===== src/rtl/core/cvh_pkg.sv =====
// cvh_pkg: shared types and codes for the convex hull block
// command and status structs between controller and datapath
// no dependencies
package cvh_pkg;

	// operand A load source
	typedef logic [1:0] asel_t;
	localparam asel_t A_HOLD = 2'd0;
	localparam asel_t A_PT   = 2'd1;
	localparam asel_t A_ANC  = 2'd2;
	localparam asel_t A_B    = 2'd3;

	// operand B load source
	typedef logic [1:0] bsel_t;
	localparam bsel_t B_HOLD = 2'd0;
	localparam bsel_t B_PT   = 2'd1;
	localparam bsel_t B_A    = 2'd2;
	localparam bsel_t B_C    = 2'd3;

	typedef struct packed {
		logic  pt_we;
		logic  anc_first;
		logic  so_we;
		logic  st_we;
		asel_t a_sel;
		bsel_t b_sel;
		logic  c_ld;
		logic  geo_dist;
		logic  out_load;
		logic  out_hv;
		logic  out_last;
		logic  out_ovf;
	} cmd_t;

	typedef struct packed {
		logic geo_zero;
		logic geo_neg;
		logic out_free;
	} stat_t;

endpackage


===== src/rtl/core/cvh_ram.sv =====
// cvh_ram: generic single write port, single read port ram
// read data registered; no dependencies
module cvh_ram #(
	parameter int WIDTH = 16,
	parameter int DEPTH = 64
) (
	input  logic                     clk,
	input  logic                     we,
	input  logic [$clog2(DEPTH)-1:0] waddr,
	input  logic [WIDTH-1:0]         wdata,
	input  logic [$clog2(DEPTH)-1:0] raddr,
	output logic [WIDTH-1:0]         rdata
);

	logic [WIDTH-1:0] mem [DEPTH];

	always_ff @(posedge clk) begin
		if (we) begin
			mem[waddr] <= wdata;
		end
		rdata <= mem[raddr];
	end

endmodule


===== src/rtl/core/cvh_dp.sv =====
// cvh_dp: datapath of the convex hull block
// point, order and stack memories, anchor tracking, geometry unit, output register
// uses cvh_pkg and cvh_ram
module cvh_dp #(
	parameter int MAX_POINTS = 64,
	parameter int COORD_BITS = 16
) (
	input  logic                          clk,
	input  logic                          arst_n,
	input  cvh_pkg::cmd_t                 cmd,
	input  logic [$clog2(MAX_POINTS)-1:0] pt_waddr,
	input  logic [$clog2(MAX_POINTS)-1:0] pt_raddr,
	input  logic                          so_we_dummy_n,
	input  logic [$clog2(MAX_POINTS)-1:0] so_waddr,
	input  logic [$clog2(MAX_POINTS)-1:0] so_wdata,
	input  logic [$clog2(MAX_POINTS)-1:0] so_raddr,
	input  logic [$clog2(MAX_POINTS)-1:0] st_waddr,
	input  logic [$clog2(MAX_POINTS)-1:0] st_wdata,
	input  logic [$clog2(MAX_POINTS)-1:0] st_raddr,
	input  logic signed [COORD_BITS-1:0]  point_x,
	input  logic signed [COORD_BITS-1:0]  point_y,
	input  logic                          out_ready,
	output logic                          out_valid,
	output logic signed [COORD_BITS-1:0]  hull_x,
	output logic signed [COORD_BITS-1:0]  hull_y,
	output logic                          hull_valid,
	output logic                          overflowed,
	output logic                          last_vertex,
	output cvh_pkg::stat_t                stat,
	output logic [$clog2(MAX_POINTS)-1:0] anchor_idx,
	output logic [$clog2(MAX_POINTS)-1:0] so_rdata,
	output logic [$clog2(MAX_POINTS)-1:0] st_rdata
);

	localparam int IW = $clog2(MAX_POINTS);
	localparam int W  = COORD_BITS;
	localparam int PW = 2 * W + 4;

	logic [W-1:0] rx_raw, ry_raw;
	logic signed [W-1:0] rx, ry;

	logic signed [W-1:0] ax_q, ay_q, bx_q, by_q, cx_q, cy_q;
	logic signed [W-1:0] anc_x_q, anc_y_q;
	logic [IW-1:0] anc_idx_q;

	logic signed [W+1:0] ax_e, ay_e, bx_e, by_e, cx_e, cy_e;
	logic signed [W+1:0] u1, v1, u2, v2;
	logic signed [PW-1:0] m1_d, m2_d, m1_s1, m2_s1;
	logic dist_s1;
	logic signed [PW:0] sum_d;
	logic zero_s2, neg_s2;

	logic out_full_q;
	logic [W-1:0] out_x_q, out_y_q;
	logic out_hv_q, out_ovf_q, out_last_q;

	cvh_ram #(.WIDTH(W), .DEPTH(MAX_POINTS)) u_pt_x (
		.clk(clk), .we(cmd.pt_we), .waddr(pt_waddr), .wdata(point_x),
		.raddr(pt_raddr), .rdata(rx_raw)
	);
	cvh_ram #(.WIDTH(W), .DEPTH(MAX_POINTS)) u_pt_y (
		.clk(clk), .we(cmd.pt_we), .waddr(pt_waddr), .wdata(point_y),
		.raddr(pt_raddr), .rdata(ry_raw)
	);
	cvh_ram #(.WIDTH(IW), .DEPTH(MAX_POINTS)) u_order (
		.clk(clk), .we(cmd.so_we & so_we_dummy_n), .waddr(so_waddr), .wdata(so_wdata),
		.raddr(so_raddr), .rdata(so_rdata)
	);
	cvh_ram #(.WIDTH(IW), .DEPTH(MAX_POINTS)) u_stack (
		.clk(clk), .we(cmd.st_we), .waddr(st_waddr), .wdata(st_wdata),
		.raddr(st_raddr), .rdata(st_rdata)
	);

	assign rx = $signed(rx_raw);
	assign ry = $signed(ry_raw);

	// anchor: lowest y, then lowest x, tracked while points load
	always_ff @(posedge clk) begin
		if (cmd.pt_we && (cmd.anc_first || (point_y < anc_y_q) ||
				((point_y == anc_y_q) && (point_x < anc_x_q)))) begin
			anc_x_q   <= point_x;
			anc_y_q   <= point_y;
			anc_idx_q <= pt_waddr;
		end
	end
	assign anchor_idx = anc_idx_q;

	// geometry operands
	always_ff @(posedge clk) begin
		case (cmd.a_sel)
			cvh_pkg::A_PT: begin
				ax_q <= rx;
				ay_q <= ry;
			end
			cvh_pkg::A_ANC: begin
				ax_q <= anc_x_q;
				ay_q <= anc_y_q;
			end
			cvh_pkg::A_B: begin
				ax_q <= bx_q;
				ay_q <= by_q;
			end
			default: begin
			end
		endcase
		case (cmd.b_sel)
			cvh_pkg::B_PT: begin
				bx_q <= rx;
				by_q <= ry;
			end
			cvh_pkg::B_A: begin
				bx_q <= ax_q;
				by_q <= ay_q;
			end
			cvh_pkg::B_C: begin
				bx_q <= cx_q;
				by_q <= cy_q;
			end
			default: begin
			end
		endcase
		if (cmd.c_ld) begin
			cx_q <= rx;
			cy_q <= ry;
		end
	end

	assign ax_e = {{2{ax_q[W-1]}}, ax_q};
	assign ay_e = {{2{ay_q[W-1]}}, ay_q};
	assign bx_e = {{2{bx_q[W-1]}}, bx_q};
	assign by_e = {{2{by_q[W-1]}}, by_q};
	assign cx_e = {{2{cx_q[W-1]}}, cx_q};
	assign cy_e = {{2{cy_q[W-1]}}, cy_q};

	// turn: (by-ay)(cx-bx) - (bx-ax)(cy-by)
	// dist: |c-a|^2 - |b-a|^2 = (cx-bx)(cx+bx-2ax) + (cy-by)(cy+by-2ay)
	always_comb begin
		if (cmd.geo_dist) begin
			u1 = cx_e - bx_e;
			v1 = cx_e + bx_e - (ax_e <<< 1);
			u2 = cy_e - by_e;
			v2 = cy_e + by_e - (ay_e <<< 1);
		end else begin
			u1 = by_e - ay_e;
			v1 = cx_e - bx_e;
			u2 = bx_e - ax_e;
			v2 = cy_e - by_e;
		end
	end

	assign m1_d  = PW'(u1) * PW'(v1);
	assign m2_d  = PW'(u2) * PW'(v2);
	assign sum_d = dist_s1 ? ((PW+1)'(m1_s1) + (PW+1)'(m2_s1)) :
		((PW+1)'(m1_s1) - (PW+1)'(m2_s1));

	always_ff @(posedge clk) begin
		m1_s1   <= m1_d;
		m2_s1   <= m2_d;
		dist_s1 <= cmd.geo_dist;
		zero_s2 <= (sum_d == '0);
		neg_s2  <= sum_d[PW];
	end

	// output register
	always_ff @(posedge clk or negedge arst_n) begin
		if (!arst_n) begin
			out_full_q <= 1'b0;
		end else if (cmd.out_load) begin
			out_full_q <= 1'b1;
		end else if (out_ready) begin
			out_full_q <= 1'b0;
		end
	end

	always_ff @(posedge clk) begin
		if (cmd.out_load) begin
			out_x_q    <= cmd.out_hv ? rx_raw : '0;
			out_y_q    <= cmd.out_hv ? ry_raw : '0;
			out_hv_q   <= cmd.out_hv;
			out_ovf_q  <= cmd.out_ovf;
			out_last_q <= cmd.out_last;
		end
	end

	assign out_valid   = out_full_q;
	assign hull_x      = $signed(out_x_q);
	assign hull_y      = $signed(out_y_q);
	assign hull_valid  = out_hv_q;
	assign overflowed  = out_ovf_q;
	assign last_vertex = out_last_q;

	assign stat.geo_zero = zero_s2;
	assign stat.geo_neg  = neg_s2;
	assign stat.out_free = !out_full_q || out_ready;

endmodule


===== config.mk =====
export PLATFORM = sky130hd
export DESIGN_NAME = cvh_dp
export DESIGN_NICKNAME = d
export VERILOG_FILES = /design/src/rtl/core/cvh_pkg.sv /design/src/rtl/core/cvh_ram.sv /design/src/rtl/core/cvh_dp.sv
export SDC_FILE = /design/constraint.sdc
export NUM_CORES = 2
export LEC_CHECK = 0
export ABC_AREA = 1
export BUFFER_PORTS_ARGS = -buffer_cell sky130_fd_sc_hd__buf_2
export CAP_MARGIN = 20
export CORE_MARGIN = 3
export CORE_UTILIZATION = 35
export DETAILED_ROUTE_END_ITERATION = 10
export GPL_TIMING_DRIVEN = 0
export PLACE_DENSITY = 0.5
export SYNTH_ARGS = -nofsm -noshare
export SYNTH_HDL_FRONTEND = slang
export SYNTH_SLANG_ARGS = --single-unit

===== constraint.sdc =====
create_clock -name clk -period 21.4 [get_ports clk]
set_input_delay 1.07 -clock clk [delete_from_list [all_inputs] [get_ports clk]]
set_output_delay 1.07 -clock clk [all_outputs]
set_load 0.1 [all_outputs]

==> After elaboration in Yosys (flattened, before gate mapping) <==
Memory sizes are Yosys's and may differ from the RTL's. A register that Yosys moved wholly into a read port is not among the register bits.
Index checks and enable logic that the tools add are counted.
{ "word_totals": {"elab_cells": 73, "ram_bits": 2816, "n_memories": 4, "register_bits": 245, "in_bits": 98, "output_inout_bits": 57} }
{ "op_classes": {"n_reduce_logical": 10, "n_addsub": 10, "order_cmp": 2, "mux": 17, "eq_ne": 7, "n_mul": 2, "bitwise": 1} }
{ "mem_list": {"columns": ["name", "depth", "word_bits", "read_ports", "rd_clocked_by_memory_dff", "write_ports", "line", "source"], "rows": [
  ["u_pt_x.mem", 64, 16, 1, 1, 1, "cvh_ram.sv:15", "logic [WIDTH-1:0] mem [DEPTH];"],
  ["u_pt_y.mem", 64, 16, 1, 1, 1, "cvh_ram.sv:15", null],
  ["u_order.mem", 64, 6, 1, 1, 1, "cvh_ram.sv:15", null],
  ["u_stack.mem", 64, 6, 1, 1, 1, "cvh_ram.sv:15", null]
]} }
{ "ops": {"columns": ["cell", "n"], "rows": [
  ["$pmux W16 S3", 4],
  ["$mul A18 B18 Y36", 2],
  ["$mux W18", 4],
  ["$sub A16 B16 Y17", 4],
  ["$add A36 B36 Y37", 1],
  ["$logic_not A37 Y1", 1],
  ["$mux W37", 1],
  ["$sub A36 B36 Y37", 1],
  ["$sub A17 B17 Y18", 2],
  ["$add A16 B16 Y17", 2],
  ["$lt A16 B16 Y1", 2],
  ["$eq A16 B16 Y1", 1],
  ["$eq A2 B2 Y1 const B", 4],
  ["$mux W1", 8],
  ["$reduce_bool A3 Y1", 2],
  ["$eq A2 B1 Y1 const B", 2],
  ["$logic_or A1 B1 Y1", 3],
  ["$logic_and A1 B1 Y1", 2],
  ["$reduce_bool A2 Y1", 1],
  ["$and A1 B1 Y1", 1],
  ["$logic_not A1 Y1", 1]
]} }

==> Longest topological paths before layout <==
{ "depth": {"word_depth": 4, "mapped_depth": 42, "ltp_nobuf": 41} }

==> Hierarchy <==
From an unflattened synthesis, not the netlist that was laid out.
{ "hier_totals": {"cells_unflattened": 14893, "area_unflattened_um2": 157618.7} }
{ "modules_own_cells": {"columns": ["module", "area_per_inst_um2", "seq_area_each_um2", "n_inst", "cells_per_inst"], "rows": [
  ["cvh_ram (u_pt_x ...)", 42099.1, 31069.8, 2, 3517],
  ["cvh_dp", 41559.9, 6601.3, 1, 5107],
  ["cvh_ram (u_order ...)", 15930.3, 11651.2, 2, 1376]
]} }

==> Worst setup path before layout <==
Ideal clock, no wire load.
{ "synth_path": {"path_type": "register to register", "startpoint": "reg ay_q[1]", "endpoint": "reg m2_s1[33]", "setup_ps": 125, "t_arrival_ps": 7066, "n_path_buf": 0, "t_required_ps": 21275, "setup_slack_ps": 14209, "stages_incl_launch_ff": 28, "synth_period_minus_slack_ps": 7191, "cell_sequence": "edfxtp_1 fa_1 inv_1 ha_1 a21oi_1 o21ai_1 xor2_1 or2_2 o21ai_2 clkinv_1 nor2_1 fa_1 fa_1 inv_1 fa_1 fa_1 inv_1 fa_1 fa_1 ha_1 nand2_1 nor2_1 nand2_1 nor4_1 nand2_1 o211ai_1 a31oi_1 xor2_1"} }
{ "synth_between": {"elab_chain_cells": 3} }
{ "synth_lines": {"columns": ["item", "line", "source"], "rows": [
  ["from (decl)", "cvh_dp.sv:42", "logic signed [W-1:0] ax_q, ay_q, bx_q, by_q, cx_q, cy_q;"],
  ["from (signal assigned)", "cvh_dp.sv:93", "ay_q <= ry;"],
  ["from (signal assigned)", "cvh_dp.sv:97", "ay_q <= anc_y_q;"],
  ["from (signal assigned)", "cvh_dp.sv:101", "ay_q <= by_q;"],
  ["$sub A17 B17 Y18", "cvh_dp.sv:142", "v2 = cy_e + by_e - (ay_e <<< 1);"],
  ["$mux W18", "cvh_dp.sv:138", "if (cmd.geo_dist) begin"],
  ["$mul A18 B18 Y36", "cvh_dp.sv:152", "assign m2_d = PW'(u2) * PW'(v2);"],
  ["named net m2_d[33]", "cvh_dp.sv:48", "logic signed [PW-1:0] m1_d, m2_d, m1_s1, m2_s1;"],
  ["to (signal assigned)", "cvh_dp.sv:158", "m2_s1 <= m2_d;"],
  ["to (decl)", "cvh_dp.sv:48", null]
]} }
The timed path passes the listed nets, and every way through them passes these cells.
A chain may end at the register's enable or synchronous reset.

==> Final worst setup path <==
{ "layout_path": {"startpoint": "reg by_q[0]", "endpoint": "reg m1_s1[26]"} }
{ "layout_between": {"elab_chain_cells": 3} }
{ "layout_lines": {"columns": ["item", "line", "source"], "rows": [
  ["from (decl)", "cvh_dp.sv:42", null],
  ["from (signal assigned)", "cvh_dp.sv:109", "by_q <= ry;"],
  ["from (signal assigned)", "cvh_dp.sv:113", "by_q <= ay_q;"],
  ["from (signal assigned)", "cvh_dp.sv:117", "by_q <= cy_q;"],
  ["$sub A16 B16 Y17", "cvh_dp.sv:144", "u1 = by_e - ay_e;"],
  ["$mux W18", "cvh_dp.sv:138", null],
  ["$mul A18 B18 Y36", "cvh_dp.sv:151", "assign m1_d = PW'(u1) * PW'(v1);"],
  ["named net m1_d[26]", "cvh_dp.sv:48", null],
  ["to (signal assigned)", "cvh_dp.sv:157", "m1_s1 <= m1_d;"],
  ["to (decl)", "cvh_dp.sv:48", null]
]} }
The timed path passes the listed nets, and every way through them passes these cells.

==> metrics <==
share of the clock period used by the worst path=0.412; type of the tightest min-delay check=in2reg; flops & latches, synth=3105; Yosys warning total=0; vias=113000; critical path required time=22170 ps; post-synth design cell area=0.153 mm^2; Arrival @ worst endpoint=9590 ps; met3 layer wire length in the routed design=56.3 mm; Tightest Pin Transition=1320 ps; die width=667 um; count of flip-flops with a built-in enable after synthesis=2985; Iter 0 DRT Violations=14700; NumNets Final=15300; Max Clk Rate=0.113 GHz; number of CTS-inserted buffers=343; number of instances in the synthesized netlist=13500; smallest hold slack=313 ps; overall overflow remaining after global route=0; proportion of layout cells with a drive suffix above 1=0.0808; final weighted congestion in routability-driven placement=1.01; proportion of synthesized chip area in sequential cells=0.602; starting utilization of the core area=0.352; Setup WS pre-CTS=12360 ps; initial antenna violation count=61; leading area contributor after synthesis=sky130_fd_sc_hd__edfxtp_1; CP max FO=10; total of max-cap violations=0; die outline area=0.445 mm^2; Worst path most repeated cell=sky130_fd_sc_hd__inv_1; startpoint type of the worst setup path=register; top routing layer used=met5; number of distinct library cells after synthesis=56; std cell rows=242; cell with the largest stage delay on the worst path=sky130_fd_sc_hd__fa_1; later-pin clock latency in the skew report=980 ps; Period minus WS final=8820 ps; Root Buffer=sky130_fd_sc_hd__clkbuf_16; average cell area after synthesis=11.3 um^2; Sink Count=3105; maximum root-to-sink buffer count=4; sort of element at the end of the critical path=register; most used flip-flop cell after synthesis=sky130_fd_sc_hd__edfxtp_1; Worst Skew=97.9 ps; number of global-route vias before repair=108000; Crit Path Class=reg2reg; Area growth syn-to-layout=15.1%; run status=finished clean; maximum number of pins on one net before global-route repair=67; Total Neg Setup Slack=0 ps; asr flop ratio synth=0.000322; Design Area, Final=0.176 mm^2; maximum level of the CTS H-tree=5; setup fix buffers added after clock tree synthesis=0; Post-CTS Resized=0; post-DR wirelength/cell=31.1 um; clock edge transition at the registers on the reported setup and hold paths=60 ps; Placed Instance Area=0.165 mm^2; most common cell in the netlist=sky130_fd_sc_hd__edfxtp_1; Final ANT Viol Nets=0; largest stage delay on the critical path=550 ps; detailed placer's ending HPWL=463 mm; Filler Cells Inserted=42100; total I/O pin count=155; gr usage total=0.275; top cells by area in the synthesized netlist=sky130_fd_sc_hd__edfxtp_1 (59%), sky130_fd_sc_hd__fa_1 (8.8%), sky130_fd_sc_hd__nor2_1 (6.1%), sky130_fd_sc_hd__o21ai_0 (6.0%), sky130_fd_sc_hd__o22ai_1 (3.4%); count of input and output buffers=142; total iterations of the first detailed-routing run=8; count of final max-slew check failures=0; final number of setup-violating endpoints=0; wire length of the first global-routing pass=859 mm; Detailed Route WL=629 mm; Post-synth top cells=sky130_fd_sc_hd__edfxtp_1 (2985), sky130_fd_sc_hd__nor2_1 (2507), sky130_fd_sc_hd__o21ai_0 (1823), sky130_fd_sc_hd__inv_1 (1301), sky130_fd_sc_hd__nand2_1 (1072); smallest setup slack after layout=12580 ps; worst relative slew slack=0.115; number of remaining DRC errors=0; area fraction of the dominant cell type after synthesis=0.586; Core Region=0.435 mm^2; Die H=667 um; endpoints failing hold=0; Vias per Instance=5.59; sum of met2 wire segment lengths after detailed routing=285 mm; Post-Syn Nets=14600; setup repair after global routing missed its margin=false; clock tree from TritonCTS=built; met1 WL=248 mm
per-stage QoR:
step / util / instances
3_3_place_gp: 0.370 / 19400
5_1_grt: 0.405 / 20200
4_1_cts: 0.405 / 20200
2_1_floorplan: - / 13500
3_5_place_dp: 0.380 / 19500
6_report: 0.405 / 20200
final timing paths:
kind,startpoint,end,slack [ps],cells after the start
setup / recovery,by_q[0]$_DFFE_PP_,m1_s1[26]$_DFF_P_,12580,38
hold / removal,cmd[1],last_vertex$_DFFE_PP_,310,1
setup reg to reg,by_q[0]$_DFFE_PP_,m1_s1[26]$_DFF_P_,12580,38
hold reg to reg,u_pt_x.rdata[3]$_DFF_P_,cx_q[3]$_DFFE_PP_,460,0
max in group asynchronous,arst_n,out_valid$_DFFE_PN0P_,20880,2
min in group asynchronous,arst_n,out_valid$_DFFE_PN0P_,440,2
cell type report:
cell class	count	area, um^2	area share
diodes	44	110	0.000625
plain buffers	703	3140	0.0178
clock buffers	445	9180	0.0521
clock inverters	169	1580	0.00897
inverters	1331	5000	0.0284
multi-input cells	8356	53400	0.303
flip-flops and latches	3105	92000	0.523
well taps	5734	7170	0.0408
repair buffers	316	4460	0.0253
worst max-delay path: cells and delay by family, from the launching register on:
kind	cells	cell delay, ps
buffers and inverters	11	1110
AO/OA/AOI/OAI	8	1890
XOR/XNOR	1	180
flip-flops	1	420
adder cells (fa/ha/maj)	9	4030
AND/OR/NAND/NOR	9	1000
sequential cells by signal (all words and copies together), names as in the netlist, 36 cells and up:
name / flops
m1_s1: 36
u_order.mem: 384
u_stack.mem: 384
u_pt_y.mem: 1024
u_pt_x.mem: 1024
m2_s1: 36
cells by family after synthesis:
family / after synthesis / synth area share
buffers and inverters: 2034 / 0.0532
DFF: 3105 / 0.602
adders and majority gates: 1023 / 0.117
and+or+nand+nor: 3928 / 0.101
xor gates and xnor gates: 155 / 0.00887
AOI/OAI and AO/OA: 3250 / 0.119
per-layer routing:
layer | track usage | up-vias
met5 | 0 | -
met2 | 0.435 | 6043
met4 | 0.149 | 22
met1 | 0.360 | 56900
met3 | 0.0464 | 1333
li1 | - | 48600
what timing repair did:
| item | CTS | global route |
|---|---|---|
| hold buffers | 1 | 0 |
| endpoints found under the hold margin | 1 | 0 |
| endpoints found under the setup margin | 0 | 0 |
cell usage in the layout (no fill, tap or decap), types with 85 or more instances in the layout:
master                      instances
sky130_fd_sc_hd__ha_1             348
sky130_fd_sc_hd__clkbuf_16        351
sky130_fd_sc_hd__edfxtp_1        2985
sky130_fd_sc_hd__nand3_1          176
sky130_fd_sc_hd__clkbuf_1         567
sky130_fd_sc_hd__o21ai_0         1823
sky130_fd_sc_hd__buf_2            258
sky130_fd_sc_hd__nand2_1         1072
sky130_fd_sc_hd__inv_1           1301
sky130_fd_sc_hd__nor2_1          2443
sky130_fd_sc_hd__o221ai_1          96
sky130_fd_sc_hd__dfxtp_1          119
sky130_fd_sc_hd__buf_12           103
sky130_fd_sc_hd__o22ai_1          830
sky130_fd_sc_hd__fa_1             675
sky130_fd_sc_hd__a21oi_1          234
sky130_fd_sc_hd__o21ai_1           85
sky130_fd_sc_hd__xor2_1            91
Power is not shown: default switching activity piles up to over one toggle a cycle in this logic, so the estimate is an artifact.
